===== src/btlv_pkg.sv =====
// Shared types, codes and defaults of the BER-TLV stream parser.
package btlv_pkg;

    // Defaults for the top-level parameters
    localparam int MAX_DEPTH_DEF    = 8;
    localparam int MAX_TAG_SCAN_DEF = 10;

    // Field widths
    localparam int BYTE_W  = 8;
    localparam int LEVEL_W = 4;
    localparam int TAG_W   = 32;
    localparam int LEN_W   = 24;

    // Header byte decoding
    localparam logic [4:0] TAG_MULTI_CODE = 5'h1F;
    localparam logic [6:0] LEN_MAX_BYTES  = 7'd3;

    // Result kinds
    typedef enum logic [1:0] {
        KIND_HEADER = 2'd0,
        KIND_VALUE  = 2'd1,
        KIND_ERROR  = 2'd2
    } t_kind;

    // Error codes
    typedef enum logic [1:0] {
        ERR_LEN_FORM  = 2'd0,
        ERR_OVERRUN   = 2'd1,
        ERR_DEPTH     = 2'd2,
        ERR_TRUNCATED = 2'd3
    } t_err;

    // Parser phase, one-hot
    typedef enum logic [4:0] {
        PH_TAG_FIRST = 5'b00001,
        PH_TAG_MORE  = 5'b00010,
        PH_LEN_FIRST = 5'b00100,
        PH_LEN_MORE  = 5'b01000,
        PH_VALUE     = 5'b10000
    } t_phase;

    // One result beat
    typedef struct packed {
        t_kind               kind;
        logic [LEVEL_W-1:0]  nest_level;
        logic [TAG_W-1:0]    tag_value;
        logic                is_constructed;
        logic [LEN_W-1:0]    value_length;
        logic [BYTE_W-1:0]   value_byte;
        logic                last_value_byte;
        t_err                error_code;
    } t_result;

    // Error result: everything but kind, level and code is zero
    function automatic t_result make_error(logic [LEVEL_W-1:0] level, t_err code);
        t_result r;
        r            = '0;
        r.kind       = KIND_ERROR;
        r.nest_level = level;
        r.error_code = code;
        return r;
    endfunction

endpackage


===== src/btlv_in_if.sv =====
// Input channel: one raw stream byte per beat.
interface btlv_in_if;
    logic       valid;
    logic       ready;
    logic [7:0] data_byte;
    logic       end_of_stream;

    modport source (output valid, output data_byte, output end_of_stream, input ready);
    modport sink   (input valid, input data_byte, input end_of_stream, output ready);
endinterface


===== src/btlv_out_if.sv =====
// Output channel: one header, value byte or error per beat.
interface btlv_out_if;
    logic        valid;
    logic        ready;
    logic [1:0]  kind;
    logic [3:0]  nest_level;
    logic [31:0] tag_value;
    logic        is_constructed;
    logic [23:0] value_length;
    logic [7:0]  value_byte;
    logic        last_value_byte;
    logic [1:0]  error_code;

    modport source (output valid, output kind, output nest_level, output tag_value,
                    output is_constructed, output value_length, output value_byte,
                    output last_value_byte, output error_code, input ready);
    modport sink   (input valid, input kind, input nest_level, input tag_value,
                    input is_constructed, input value_length, input value_byte,
                    input last_value_byte, input error_code, output ready);
endinterface


===== src/btlv_core.sv =====
// Parser state, nesting stack and per-byte decode logic.
module btlv_core #(
    parameter int MAX_DEPTH    = btlv_pkg::MAX_DEPTH_DEF,
    parameter int MAX_TAG_SCAN = btlv_pkg::MAX_TAG_SCAN_DEF
) (
    input  logic                    i_clk,
    input  logic                    i_rst_n,
    input  logic                    i_accept,
    input  logic [7:0]              i_data_byte,
    input  logic                    i_end_of_stream,
    output logic                    o_res_valid,
    output btlv_pkg::t_result       o_res
);

    localparam int IDX_W = (MAX_DEPTH > 1) ? $clog2(MAX_DEPTH) : 1;
    localparam int LEN_W = btlv_pkg::LEN_W;

    // Parser state
    btlv_pkg::t_phase   r_phase, n_phase;
    logic [31:0]        r_tag, n_tag;
    logic [3:0]         r_tag_cnt, n_tag_cnt;
    logic               r_cons, n_cons;
    logic [LEN_W-1:0]   r_len, n_len;
    logic [1:0]         r_len_left, n_len_left;
    logic [LEN_W-1:0]   r_vbl, n_vbl;
    logic [3:0]         r_dp, n_dp;
    logic               r_err, n_err;

    // Stack of unclaimed byte counts, one entry per open constructed element
    logic [LEN_W-1:0]   r_stack [MAX_DEPTH];

    logic               has_parent;
    logic [3:0]         dp_m1;
    logic [IDX_W-1:0]   top_idx;
    logic [IDX_W-1:0]   push_idx;
    logic [LEN_W-1:0]   top;
    logic               per_dec;
    logic [LEN_W-1:0]   top_dec;
    logic [LEN_W-1:0]   top_new;
    logic               wr_top;
    logic               wr_push;
    logic [LEN_W-1:0]   hdr_len;
    logic               hdr_fire;
    logic               close_req;
    logic               err_v;
    btlv_pkg::t_err     err_code;
    btlv_pkg::t_result  res;
    logic               res_v;
    logic [3:0]         cdp;
    logic               nz;

    // Top of stack
    assign has_parent = (r_dp != 4'd0);
    assign dp_m1      = r_dp - 4'd1;
    assign top_idx    = dp_m1[IDX_W-1:0];
    assign push_idx   = r_dp[IDX_W-1:0];
    assign top        = has_parent ? r_stack[top_idx] : '0;
    // Every header byte uses up one byte of the enclosing element
    assign per_dec    = has_parent && (r_phase != btlv_pkg::PH_VALUE);
    assign top_dec    = top - LEN_W'(per_dec);

    // Byte decode
    always_comb begin
        n_phase    = r_phase;
        n_tag      = r_tag;
        n_tag_cnt  = r_tag_cnt;
        n_cons     = r_cons;
        n_len      = r_len;
        n_len_left = r_len_left;
        n_vbl      = r_vbl;
        n_dp       = r_dp;
        n_err      = r_err;
        top_new    = top_dec;
        wr_top     = 1'b0;
        wr_push    = 1'b0;
        hdr_fire   = 1'b0;
        hdr_len    = '0;
        close_req  = 1'b0;
        err_v      = 1'b0;
        err_code   = btlv_pkg::ERR_LEN_FORM;
        res        = '0;
        res_v      = 1'b0;
        cdp        = 4'd0;
        nz         = 1'b0;

        if (i_accept && !r_err) begin
            if (per_dec && top == '0) begin
                err_v    = 1'b1;
                err_code = btlv_pkg::ERR_OVERRUN;
            end else begin
                wr_top = per_dec;
                unique case (r_phase)
                    btlv_pkg::PH_TAG_FIRST: begin
                        n_tag     = 32'(i_data_byte);
                        n_tag_cnt = 4'd0;
                        n_cons    = i_data_byte[5];
                        n_phase   = (i_data_byte[4:0] == btlv_pkg::TAG_MULTI_CODE)
                                  ? btlv_pkg::PH_TAG_MORE : btlv_pkg::PH_LEN_FIRST;
                    end
                    btlv_pkg::PH_TAG_MORE: begin
                        n_tag     = {r_tag[23:0], i_data_byte};
                        n_tag_cnt = r_tag_cnt + 4'd1;
                        if (!i_data_byte[7] || n_tag_cnt >= 4'(MAX_TAG_SCAN)) begin
                            n_phase = btlv_pkg::PH_LEN_FIRST;
                        end
                    end
                    btlv_pkg::PH_LEN_FIRST: begin
                        if (i_data_byte[7]) begin
                            if (i_data_byte[6:0] > btlv_pkg::LEN_MAX_BYTES) begin
                                err_v    = 1'b1;
                                err_code = btlv_pkg::ERR_LEN_FORM;
                            end else if (i_data_byte[6:0] == 7'd0) begin
                                hdr_fire = 1'b1;
                            end else begin
                                n_len      = '0;
                                n_len_left = i_data_byte[1:0];
                                n_phase    = btlv_pkg::PH_LEN_MORE;
                            end
                        end else begin
                            hdr_fire = 1'b1;
                            hdr_len  = LEN_W'(i_data_byte);
                        end
                    end
                    btlv_pkg::PH_LEN_MORE: begin
                        n_len      = {r_len[15:0], i_data_byte};
                        n_len_left = r_len_left - 2'd1;
                        if (n_len_left == 2'd0) begin
                            hdr_fire = 1'b1;
                            hdr_len  = n_len;
                        end
                    end
                    btlv_pkg::PH_VALUE: begin
                        n_vbl                 = r_vbl - LEN_W'(1);
                        res.kind              = btlv_pkg::KIND_VALUE;
                        res.nest_level        = r_dp;
                        res.tag_value         = r_tag;
                        res.value_length      = r_len;
                        res.value_byte        = i_data_byte;
                        res.last_value_byte   = (n_vbl == '0);
                        res_v                 = 1'b1;
                        if (n_vbl == '0) begin
                            n_phase   = btlv_pkg::PH_TAG_FIRST;
                            close_req = 1'b1;
                        end
                    end
                    default: begin
                        n_phase = btlv_pkg::PH_TAG_FIRST;
                    end
                endcase

                // Header complete: check against parent and depth limit
                if (hdr_fire) begin
                    if (has_parent && hdr_len > top_dec) begin
                        err_v    = 1'b1;
                        err_code = btlv_pkg::ERR_OVERRUN;
                    end else if (r_cons && hdr_len != '0 && r_dp >= 4'(MAX_DEPTH)) begin
                        err_v    = 1'b1;
                        err_code = btlv_pkg::ERR_DEPTH;
                    end else begin
                        top_new            = top_dec - hdr_len;
                        n_len              = hdr_len;
                        res.kind           = btlv_pkg::KIND_HEADER;
                        res.nest_level     = r_dp;
                        res.tag_value      = r_tag;
                        res.is_constructed = r_cons;
                        res.value_length   = hdr_len;
                        res_v              = 1'b1;
                        if (r_cons && hdr_len != '0) begin
                            wr_push = 1'b1;
                            n_dp    = r_dp + 4'd1;
                            n_phase = btlv_pkg::PH_TAG_FIRST;
                        end else if (hdr_len != '0) begin
                            n_vbl   = hdr_len;
                            n_phase = btlv_pkg::PH_VALUE;
                        end else begin
                            n_phase   = btlv_pkg::PH_TAG_FIRST;
                            close_req = 1'b1;
                        end
                    end
                end

                // Close every finished enclosing element: new depth is one
                // above the highest open entry that still has bytes left
                if (close_req) begin
                    for (int i = 0; i < MAX_DEPTH; i++) begin
                        nz = (IDX_W'(i) == top_idx) ? (top_new != '0) : (r_stack[i] != '0);
                        if (nz && 4'(i) < r_dp) begin
                            cdp = 4'(i + 1);
                        end
                    end
                    n_dp = cdp;
                end
            end

            // Errors replace the normal result and latch
            if (err_v) begin
                res     = btlv_pkg::make_error(r_dp, err_code);
                res_v   = 1'b1;
                n_err   = 1'b1;
                wr_top  = 1'b0;
                wr_push = 1'b0;
            end else if (i_end_of_stream &&
                         (n_phase != btlv_pkg::PH_TAG_FIRST || n_dp != 4'd0)) begin
                res   = btlv_pkg::make_error(n_dp, btlv_pkg::ERR_TRUNCATED);
                res_v = 1'b1;
            end
        end

        // End of stream returns the parser to its reset state
        if (i_accept && i_end_of_stream) begin
            n_phase    = btlv_pkg::PH_TAG_FIRST;
            n_tag      = '0;
            n_tag_cnt  = 4'd0;
            n_cons     = 1'b0;
            n_len      = '0;
            n_len_left = 2'd0;
            n_vbl      = '0;
            n_dp       = 4'd0;
            n_err      = 1'b0;
        end
    end

    // Control state
    always_ff @(posedge i_clk) begin
        if (!i_rst_n) begin
            r_phase    <= btlv_pkg::PH_TAG_FIRST;
            r_tag_cnt  <= 4'd0;
            r_len_left <= 2'd0;
            r_dp       <= 4'd0;
            r_err      <= 1'b0;
            r_cons     <= 1'b0;
        end else if (i_accept) begin
            r_phase    <= n_phase;
            r_tag_cnt  <= n_tag_cnt;
            r_len_left <= n_len_left;
            r_dp       <= n_dp;
            r_err      <= n_err;
            r_cons     <= n_cons;
        end
    end

    // Accumulators
    always_ff @(posedge i_clk) begin
        if (i_accept) begin
            r_tag <= n_tag;
            r_len <= n_len;
            r_vbl <= n_vbl;
        end
    end

    // Stack writes: decrement of the top, push of a new entry
    always_ff @(posedge i_clk) begin
        for (int i = 0; i < MAX_DEPTH; i++) begin
            if (wr_top && IDX_W'(i) == top_idx) begin
                r_stack[i] <= top_new;
            end
            if (wr_push && IDX_W'(i) == push_idx) begin
                r_stack[i] <= hdr_len;
            end
        end
    end

    assign o_res_valid = res_v;
    assign o_res       = res;

endmodule


===== src/btlv_out_buf.sv =====
// Result register with a skid entry so input and output stall independently.
module btlv_out_buf (
    input  logic                i_clk,
    input  logic                i_rst_n,
    input  logic                i_res_valid,
    input  btlv_pkg::t_result   i_res,
    output logic                o_space,
    output logic                o_valid,
    output btlv_pkg::t_result   o_res,
    input  logic                i_ready
);

    logic               r_main_v;
    logic               r_skid_v;
    btlv_pkg::t_result  r_main;
    btlv_pkg::t_result  r_skid;
    logic               load_main;

    // Main register is free when empty or draining this cycle
    assign load_main = !r_main_v || i_ready;
    assign o_space   = !r_skid_v;

    // Valid flags
    always_ff @(posedge i_clk) begin
        if (!i_rst_n) begin
            r_main_v <= 1'b0;
            r_skid_v <= 1'b0;
        end else if (load_main) begin
            r_main_v <= r_skid_v || i_res_valid;
            r_skid_v <= 1'b0;
        end else if (i_res_valid) begin
            r_skid_v <= 1'b1;
        end
    end

    // Payload
    always_ff @(posedge i_clk) begin
        if (load_main) begin
            r_main <= r_skid_v ? r_skid : i_res;
        end else if (i_res_valid) begin
            r_skid <= i_res;
        end
    end

    assign o_valid = r_main_v;
    assign o_res   = r_main;

endmodule


===== src/ber_tlv_stream_parser.sv =====
// Top level of the BER-TLV stream parser.
//
// i_tlv takes one raw stream byte per beat; end_of_stream marks the last byte
// of a top-level stream, after which the parser is back in its reset state.
// o_res gives at most one beat per input byte: an element header (level, tag,
// constructed flag, length), one beat per primitive value byte with a last
// flag, or an error. After an error the stream is dropped silently until its
// end_of_stream byte.
// Each result is registered in the result register, or in the skid entry while
// the receiver stalls. One byte is taken per cycle while i_tlv.ready is high:
// the decode of a byte and the stack-top update are a single register-to-register
// step; closing finished parents is a priority search over the stack in it.
// o_res is driven from a result register backed by one skid entry; while the
// receiver stalls, input keeps flowing until the skid entry holds a result,
// and i_tlv.ready drops only then.
// Reset (i_rst_n low, synchronous) empties the output and puts the parser in
// the state that expects the first tag byte of a new stream.
module ber_tlv_stream_parser #(
    parameter int MAX_DEPTH    = btlv_pkg::MAX_DEPTH_DEF,
    parameter int MAX_TAG_SCAN = btlv_pkg::MAX_TAG_SCAN_DEF
) (
    input  logic        i_clk,
    input  logic        i_rst_n,
    btlv_in_if.sink     i_tlv,
    btlv_out_if.source  o_res
);

    logic               accept;
    logic               space;
    logic               core_v;
    btlv_pkg::t_result  core_res;
    btlv_pkg::t_result  out_res;
    logic               out_v;

    // Input handshake
    assign i_tlv.ready = space;
    assign accept      = i_tlv.valid && space;

    btlv_core #(
        .MAX_DEPTH    (MAX_DEPTH),
        .MAX_TAG_SCAN (MAX_TAG_SCAN)
    ) u_core (
        .i_clk           (i_clk),
        .i_rst_n         (i_rst_n),
        .i_accept        (accept),
        .i_data_byte     (i_tlv.data_byte),
        .i_end_of_stream (i_tlv.end_of_stream),
        .o_res_valid     (core_v),
        .o_res           (core_res)
    );

    btlv_out_buf u_out_buf (
        .i_clk       (i_clk),
        .i_rst_n     (i_rst_n),
        .i_res_valid (core_v),
        .i_res       (core_res),
        .o_space     (space),
        .o_valid     (out_v),
        .o_res       (out_res),
        .i_ready     (o_res.ready)
    );

    // Output beat
    assign o_res.valid           = out_v;
    assign o_res.kind            = out_res.kind;
    assign o_res.nest_level      = out_res.nest_level;
    assign o_res.tag_value       = out_res.tag_value;
    assign o_res.is_constructed  = out_res.is_constructed;
    assign o_res.value_length    = out_res.value_length;
    assign o_res.value_byte      = out_res.value_byte;
    assign o_res.last_value_byte = out_res.last_value_byte;
    assign o_res.error_code      = out_res.error_code;

endmodule

===== src/flat_wrapper.sv =====
// flat-port wrapper written by rule: the top's interface ports become plain ports
module ber_tlv_stream_parser_flat 
#(
    parameter int MAX_DEPTH    = btlv_pkg::MAX_DEPTH_DEF,
    parameter int MAX_TAG_SCAN = btlv_pkg::MAX_TAG_SCAN_DEF
)
  (i_clk, i_rst_n, i_tlv_valid, i_tlv_data_byte, i_tlv_end_of_stream, i_tlv_ready, o_res_valid, o_res_kind, o_res_nest_level, o_res_tag_value, o_res_is_constructed, o_res_value_length, o_res_value_byte, o_res_last_value_byte, o_res_error_code, o_res_ready);
  btlv_in_if i_tlv_i ();
  btlv_out_if o_res_i ();
  input  logic i_clk;
  input  logic i_rst_n;
  input wire logic [$bits(i_tlv_i.valid)-1:0] i_tlv_valid;
  input wire logic [$bits(i_tlv_i.data_byte)-1:0] i_tlv_data_byte;
  input wire logic [$bits(i_tlv_i.end_of_stream)-1:0] i_tlv_end_of_stream;
  output wire logic [$bits(i_tlv_i.ready)-1:0] i_tlv_ready;
  output wire logic [$bits(o_res_i.valid)-1:0] o_res_valid;
  output wire logic [$bits(o_res_i.kind)-1:0] o_res_kind;
  output wire logic [$bits(o_res_i.nest_level)-1:0] o_res_nest_level;
  output wire logic [$bits(o_res_i.tag_value)-1:0] o_res_tag_value;
  output wire logic [$bits(o_res_i.is_constructed)-1:0] o_res_is_constructed;
  output wire logic [$bits(o_res_i.value_length)-1:0] o_res_value_length;
  output wire logic [$bits(o_res_i.value_byte)-1:0] o_res_value_byte;
  output wire logic [$bits(o_res_i.last_value_byte)-1:0] o_res_last_value_byte;
  output wire logic [$bits(o_res_i.error_code)-1:0] o_res_error_code;
  input wire logic [$bits(o_res_i.ready)-1:0] o_res_ready;
  assign i_tlv_i.valid = i_tlv_valid;
  assign i_tlv_i.data_byte = i_tlv_data_byte;
  assign i_tlv_i.end_of_stream = i_tlv_end_of_stream;
  assign i_tlv_ready = i_tlv_i.ready;
  assign o_res_valid = o_res_i.valid;
  assign o_res_kind = o_res_i.kind;
  assign o_res_nest_level = o_res_i.nest_level;
  assign o_res_tag_value = o_res_i.tag_value;
  assign o_res_is_constructed = o_res_i.is_constructed;
  assign o_res_value_length = o_res_i.value_length;
  assign o_res_value_byte = o_res_i.value_byte;
  assign o_res_last_value_byte = o_res_i.last_value_byte;
  assign o_res_error_code = o_res_i.error_code;
  assign o_res_i.ready = o_res_ready;
  ber_tlv_stream_parser #(.MAX_DEPTH(MAX_DEPTH), .MAX_TAG_SCAN(MAX_TAG_SCAN)) u_core (.i_clk(i_clk), .i_rst_n(i_rst_n), .i_tlv(i_tlv_i), .o_res(o_res_i));
endmodule

===== config.mk =====
export PLATFORM = sky130hd
export DESIGN_NAME = ber_tlv_stream_parser_flat
export DESIGN_NICKNAME = d
export VERILOG_FILES = /design/src/btlv_pkg.sv /design/src/btlv_in_if.sv /design/src/btlv_out_if.sv /design/src/btlv_core.sv /design/src/btlv_out_buf.sv /design/src/ber_tlv_stream_parser.sv /design/src/flat_wrapper.sv
export SDC_FILE = /design/constraint.sdc
export NUM_CORES = 1
export LEC_CHECK = 0
export ABC_CLOCK_PERIOD_IN_PS = 11110
export BUFFER_PORTS_ARGS = -buffer_cell sky130_fd_sc_hd__clkbuf_2
export CAP_MARGIN = 20
export CORE_MARGIN = 2
export CORE_UTILIZATION = 26
export CTS_CLUSTER_DIAMETER = 30
export CTS_CLUSTER_SIZE = 40
export DETAILED_ROUTE_END_ITERATION = 10
export GPL_TIMING_DRIVEN = 0
export HOLD_SLACK_MARGIN = 0.1
export SLEW_MARGIN = 20
export SYNTH_ARGS = -nofsm -noshare
export SYNTH_HDL_FRONTEND = slang
export SYNTH_HIERARCHICAL = 1
export SYNTH_SLANG_ARGS = --single-unit

===== constraint.sdc =====
create_clock -name i_clk -period 11.11 [get_ports i_clk]
set_input_delay 1.111 -clock i_clk [delete_from_list [all_inputs] [get_ports i_clk]]
set_output_delay 1.111 -clock i_clk [all_outputs]
set_load 0.1 [all_outputs]

======== Word level (Yosys, flattened, before mapping) ========
Memories as Yosys holds them, arrays and structs flattened.
Index checks and enable logic that the tools add are counted.
cells by class
  add/sub/neg operators ................... 7
  multiply operators ...................... 0
  divide/modulo/power cells ............... 0
  order comparisons ....................... 12
  eq/ne operators ......................... 26
  shift-type cells ........................ 0
  muxes and demuxes ....................... 208
  bitwise operators ....................... 10
  reductions and logical operators ........ 78
operator list
  operator                                                               count
  24-bit two-way mux                                                     43
  74-bit two-way mux                                                     4
  24-bit nonzero test                                                    10
  24-bit OR reduction                                                    6
  63-bit two-way mux                                                     2
  24-bit case mux with 2 select lines                                    2
  1-bit two-way mux                                                      95
  4-bit two-way mux                                                      19
  72-bit two-way mux                                                     1
  5-bit two-way mux                                                      14
  32-bit two-way mux                                                     2
  32-bit case mux with 2 select lines                                    1
  62-bit two-way mux                                                     1
  24-bit logical NOT                                                     2
  37-bit two-way mux                                                     1
  1-bit logical AND                                                      33
  33-bit two-way mux                                                     1
  5-bit case mux with 5 select lines                                     1
  3-bit == test (first input constant)                                   8
  24-bit greater-than comparator                                         1
  24-bit by 1-bit subtractor with 24-bit output                          1
  24-bit by 1-bit subtractor with 24-bit output (second input constant)  1
  24-bit subtractor                                                      1
  3-bit two-way mux                                                      7
  39 further kinds                                                       84
storage, ports and cells
  register bits ........................... 247
  latch bits .............................. 0
  bits in writable memories ............... 192
  ROM bits ................................ 0
  bits of input ports ..................... 13
  output and inout port bits .............. 76
  memories kept ........................... 1
memories
  memory                 words  width  rd ports  clocked after Yosys merged registers in  wr ports  RTL line         text
  u_core.u_core.r_stack  8      24     9         0                                        2         btlv_core.sv:30  logic [LEN_W-1:0] r_stack [MAX_DEPTH];

======== Longest topological paths before layout ========
An unclocked memory read counts as a cell.
  word-level depth ........................ 36
  gate-level depth with buffers ........... 37
  mapped depth without buffers ............ 28

======== By module ========
Netlist, hierarchy kept.
modules (own cells, without submodules)
  module                 instances  cells each  area each (um^2)
  btlv_core              1          2,067       19,277.2
  btlv_out_buf           1          239         5,426.5
  ber_tlv_stream_parser  1          1           6.3

======== Worst setup path before layout ========
No wires, ideal clock.
  kind .................................... reg2reg
  start ................................... register u_core.u_core.r_dp[0]
  end ..................................... register u_core/u_out_buf/r_skid[0] (netlist bit) (enable)
  arrival time ............................ 10.640 ns
  path slack .............................. -0.036 ns
  cell stages (with the launch flop) ...... 36
  path buffers ............................ 7
  path through ............................ dfxtp_1 buf_4 buf_6 inv_1 clkbuf_1 ha_1 ha_1 clkbuf_1 buf_2 buf_1 mux2i_1 or2_2 ha_1 nand3_1 o31ai_1 buf_2 nand3_1 o31a_1 a41o_1 ha_1 nand2_1 o2111ai_1 or2_2 a211o_1 and4_4 nor4_1 nand3_1 o31ai_1 o211a_1 a31o_2 a211oi_1 o311a_2 a211oi_4 o31a_1 inv_1 nor2_1
between the ends
  cells in the longest elaborated chain, start to end .. 31
  elaborated cells on any way between the ends .. 94
  classes of those cells .................. add/sub (4); order compare (10); eq/ne (8); mux (51); reduce/logical (20); memory (1)
RTL lines
  what                                                                 RTL line                            text
  start, declared                                                      btlv_core.sv:26                     logic [3:0] r_dp, n_dp;
  start signal, assigned                                               btlv_core.sv:236                    r_dp <= n_dp;
  3-bit by 1-bit subtractor with 3-bit output                          btlv_core.sv:54                     assign dp_m1 = r_dp - 4'd1;
  memory 8 x 24 bit                                                    n/a
  24-bit two-way mux                                                   btlv_core.sv:57                     assign top = has_parent ? r_stack[top_idx] : '0;
  24-bit by 1-bit subtractor with 24-bit output                        btlv_core.sv:60                     assign top_dec = top - LEN_W'(per_dec);
  24-bit subtractor or 24-bit greater-than comparator (tied branches)  btlv_core.sv:160, btlv_core.sv:153
  24-bit two-way mux or 1-bit logical AND (tied branches)              btlv_core.sv:156, btlv_core.sv:153
  24-bit two-way mux                                                   btlv_core.sv:153                    if (has_parent && hdr_len > top_dec) begin
  24-bit two-way mux                                                   btlv_core.sv:152                    if (hdr_fire) begin
  [16 not listed]                                                      n/a
  4-bit nonzero test                                                   btlv_core.sv:203                    (n_phase != btlv_pkg::PH_TAG_FIRST || n_dp != 4'd0)) begin
  1-bit logical OR                                                     btlv_core.sv:203
  1-bit logical AND                                                    btlv_core.sv:202                    end else if (i_end_of_stream &&
  1-bit two-way mux                                                    btlv_core.sv:202
  1-bit two-way mux *                                                  btlv_core.sv:196                    if (err_v) begin
  1-bit two-way mux *                                                  btlv_core.sv:86                     if (i_accept && !r_err) begin
  named net u_core.core_v                                              ber_tlv_stream_parser.sv:30         logic core_v;
  2-bit AND reduction (no line) *                                      n/a
  end signal, assigned                                                 btlv_out_buf.sv:41                  r_skid <= i_res;
  end, declared                                                        btlv_out_buf.sv:16                  btlv_pkg::t_result r_skid;
The timed path passes the listed nets; every way through them passes the cells marked *. The select of a mux whose other input is x is not followed.
A chain may end at the register's enable or synchronous reset.

==> results.tsv <==
stage	metric	value	unit
detailed_routing	Final ANT Viol Nets	0	
floorplan	Die Ht	312	µm
setup_path	Crit path arrival time	11.13	ns
global_routing	vias in the first global route	19668	
finish	Final Net Count	2559	
clocking	CTS tree	yes	
clocking	clock tree sinks	439	
sta	minimum clock period	10.77	ns
floorplan	boundary pin count	89	
setup_path	max incr delay on CP	0.54	ns
sta	fmax	0.0928	GHz
global_routing	largest net degree at the start of global routing	59	
floorplan	Placeable Area	94600	µm²
sta	Slew headroom	24.3	%
setup_path	Crit. End Element	flop	
floorplan	row cnt	113	
global_routing	Tot GR Track Use	16.2	%
yosys	largest family of logic cells by synthesized area	simple AND/OR/NAND/NOR gates	
place	Placer Congestion	1.02	
detailed_routing	Wirelength per Cell	21.2	µm
clocking	Num CTS Buffers	93	
finish	layout filler cell count	9534	
clocking	later-pin clock latency in the skew report	0.64	ns
yosys	synthesized area	24700	µm²
clocking	clk root buf	clkbuf_16	
worst_hold_path	Hold Path Class	flop to flop	
yosys	fraction of the mapped netlist area in simple logic gates	17.1	%
sta	measured slew at the worst slew-check pin	1.10	ns
power	Leak	11.8	nW
place	dpl hpwl	61.6	mm
global_routing	first-pass GRT wire length	122	mm
detailed_routing	final WL	81.5	mm
setup_path	worst reg2reg path depth	36	
yosys	Syn. warnings	6	
setup_path	kind of critical path	flop to flop	
place	Placed Cells	3671	
yosys	top cell type by total area after synthesis	edfxtp_1	
yosys	asr flop ratio synth	0	%
power	worst vdd ir	0.108	mV
worst_hold_path	hold_sp	u_core/u_core/r_len_left[0]	
yosys	Post-synth EDFFs	420	
sta	Final Skew	0.0380	ns
setup_path	CP required	11.47	ns
yosys	post-synth net total	2362	
setup_path	reg-to-reg endpoint	u_core/u_out_buf/o_res[71]	
yosys	XOR/XNOR Fraction of Synth Area	2.27	%
setup_path	CP Max Fanout	19	
yosys	Synth top area share	51.0	%
yosys	Synth cell types	85	
setup_path	r2r startpoint	u_core/u_core/r_dp[0]	
sta	part of the cycle the worst path needs	96.9	%
setup_path	critical path startpoint category	flop	
worst_hold_path	number of cells on the worst hold path	1	
run	max-cap violation count	0	
finish	Area Overhead vs Synth	22.1	%
yosys	main area contributors after synthesis	edfxtp_1, nor2_1, a21oi_1	
clocking	Max Root-Sink Buffers	3	
clocking	H-Tree Depth	3	
yosys	Syn Inst Count	2307	
sta	setup violators final	0	
yosys	adder-cell area share of the yosys netlist	2.16	%
floorplan	Die X	312	µm
detailed_routing	Via Count	20407	
yosys	syn avg cell area	10.7	µm²
yosys	Synth Register Bits	439	
clocking	Worst-path clk slew	0.05	ns
yosys	sequential fraction of the synthesis area	52.6	%
detailed_routing	DRC violations left	0	
detailed_routing	drt first pass iters	6	
run_status	outcome	finished clean	
sta	Max Slew Vio Count	0	
detailed_routing	vias per cell	5.31	
global_routing	total gr overflow	0	
sta	unrepaired setup endpoints after global routing	false	
sta	final hold viol count	0	
finish	non-filler cells, final	3844	
detailed_routing	Iter 0 DRT Violations	2500	
yosys	mux contribution to synthesized area	8.88	%
power	pwr dens	158	nW/µm²
setup_path	Setup crit start	u_core/u_core/r_dp[0]	
floorplan	Starting Density	26.1	%
finish	antenna diode count	0	
yosys	Compound-Gate Fraction of Synth Area	13.6	%
setup_path	reg2reg setup slack	0.34	ns
sta	worst hold margin	0.504	ns
worst_hold_path	worst hold path endpoint	u_core/u_core/r_len_left[0]	
place	IO Port Bufs	85	
floorplan	die area	97500	µm²
finish	share of cells above drive strength 1	17.9	%
yosys	Post-synth top flop	edfxtp_1	
global_routing	initial antenna violation count	0	
setup_path	slowest CP cell	dfxtp_1	
[registers in the layout (all words and copies together), names as in the netlist]
signal                     flops
u_core/u_core/r_len_left       2
u_core/u_core/r_tag           32
u_core/u_out_buf/r_skid       74
u_core/u_out_buf/r_skid_v      1
u_core/u_out_buf/o_valid       1
u_core/u_core/r_phase          5
u_core/u_core/r_tag_cnt        4
u_core/u_core/r_len           24
u_core/u_core/r_vbl           24
u_core/u_core/r_err            1
u_core/u_core/r_stack        192
u_core/u_core/r_cons           1
u_core/u_out_buf/o_res        74
u_core/u_core/r_dp             4
[what timing repair did]
item                       CTS  global route
cloned                       1             0
pin swaps                    2             1
resized for setup            2             8
hold buffers                 0             0
setup endpoints to repair  357           368
buffers inserted             1             2
[worst max-delay path by stage]
stage	to	slack [ns]
final	u_core/u_out_buf/o_res[71]	0.34
after global routing	u_core/u_out_buf/o_res[41]	0.03
after CTS	u_core/u_out_buf/r_skid[18]	0.06
after detailed placement	u_core/u_out_buf/r_skid[31]	-1.16
after global placement	u_core/u_out_buf/r_skid[25]	-4.89
after floorplan	u_core/u_out_buf/r_skid[0]	0.001
[metal layers]
| metal | wire length, µm | global-route usage, % | vias to the layer above |
|---|---|---|---|
| met1 | 34300 | 21.8 | 9910 |
| met3 | 6740 | 2.85 | 201 |
| li1 | - | - | 9216 |
| met5 | 0 | 0 | - |
| met2 | 37200 | 25.7 | 1080 |
| met4 | 3330 | 6.88 | 0 |
[layout make-up]
| class | count | area [µm²] | area share [%] |
|---|---|---|---|
| Sequential cell | 439 | 13000 | 43.1 |
| Multi-Input combinational cell | 1679 | 11100 | 36.6 |
| Clock buffer | 98 | 2350 | 7.78 |
| Tap cell | 1265 | 1580 | 5.25 |
| Timing Repair Buffer | 103 | 688 | 2.28 |
| Clock inverter | 72 | 677 | 2.24 |
| Buffer | 147 | 674 | 2.24 |
| Inverter | 41 | 154 | 0.510 |
[metrics by stage]
stage	area [µm²]	setup TNS (ns)	utilization (%)	power, mW	worst slack (ns)
6_report	30200	0	31.9	4.78	0.340
5_1_grt	30200	0	31.9	4.92	0.0292
4_1_cts	30100	0	31.8	4.82	0.0630
3_5_place_dp	27100	-128.59	28.6	2.18	-1.16
3_3_place_gp	26700	-682.87	28.2	2.18	-4.89
2_1_floorplan	24700	0	-	2.11	0.00120
[synthesized netlist by cell type (8+ instances only)]
| library cell | instances |
|---|---|
| edfxtp_1 | 420 |
| nor2_1 | 322 |
| a21oi_1 | 226 |
| nand2_1 | 154 |
| clkbuf_1 | 92 |
| mux2_2 | 80 |
| o21ai_0 | 77 |
| nor4_1 | 69 |
| nor3_1 | 63 |
| nand3_1 | 60 |
| mux2i_1 | 55 |
| ha_1 | 41 |
| inv_1 | 41 |
| nor3b_1 | 40 |
| xnor2_1 | 34 |
| mux4_2 | 33 |
| buf_2 | 32 |
| and3_1 | 31 |
| xor2_1 | 30 |
| a22oi_1 | 28 |
| a211oi_1 | 27 |
| nand2b_1 | 23 |
| a32oi_1 | 22 |
| nand4_1 | 22 |
| a21o_1 | 19 |
| a31oi_1 | 19 |
| dfxtp_1 | 19 |
| and2_1 | 18 |
| o21ai_1 | 15 |
| buf_1 | 12 |
| or3_1 | 11 |
| nor2b_1 | 10 |
| o22ai_1 | 10 |
| o31ai_1 | 10 |
| o31a_1 | 8 |
| or4_1 | 8 |
[critical path: cells and delay by family (launching register included)]
family	cells	cell delay [ns]
multiplexers	3	0.88
buffers and inverters	11	2.89
AND/OR/NAND/NOR	8	1.72
XOR/XNOR	1	0.30
adder cells (fa/ha/maj)	3	1.16
AO/OA/AOI/OAI	10	2.98
flip-flops	1	0.54
[layout by cell type, fill, tap and decap left out, types with 28 or more instances in the layout]
cell | Yosys | final
clkbuf_16 | 0 | 93
and3_1 | 31 | 31
a21oi_1 | 226 | 226
edfxtp_1 | 420 | 420
clkbuf_1 | 92 | 95
nor3b_1 | 40 | 40
xor2_1 | 30 | 30
clkbuf_2 | 0 | 86
nor3_1 | 63 | 63
a22oi_1 | 28 | 28
nor4_1 | 69 | 68
xnor2_1 | 34 | 34
mux2_2 | 80 | 80
mux2i_1 | 55 | 52
o21ai_0 | 77 | 69
nand2_1 | 154 | 153
buf_2 | 32 | 31
nor2_1 | 322 | 321
ha_1 | 41 | 40
nand3_1 | 60 | 60
inv_1 | 41 | 40
mux4_2 | 33 | 33
[report_power, final]
| group | switching, mW | internal, mW | total (mW) |
|---|---|---|---|
| logic | 0.206 | 0.0600 | 0.266 |
| clock network | 0.942 | 1.68 | 2.62 |
| registers | 0.0379 | 1.85 | 1.89 |
[cells by family (layout without fill, tap and decap cells)]
logic type / Yosys count / in the layout
compound gates: 539 / 539
xor+xnor: 64 / 64
fa+ha+maj: 42 / 42
buf+inv: 190 / 461
flops: 439 / 439
mux: 168 / 168
simple gates: 865 / 866
Power figures use the tool's default switching activity.
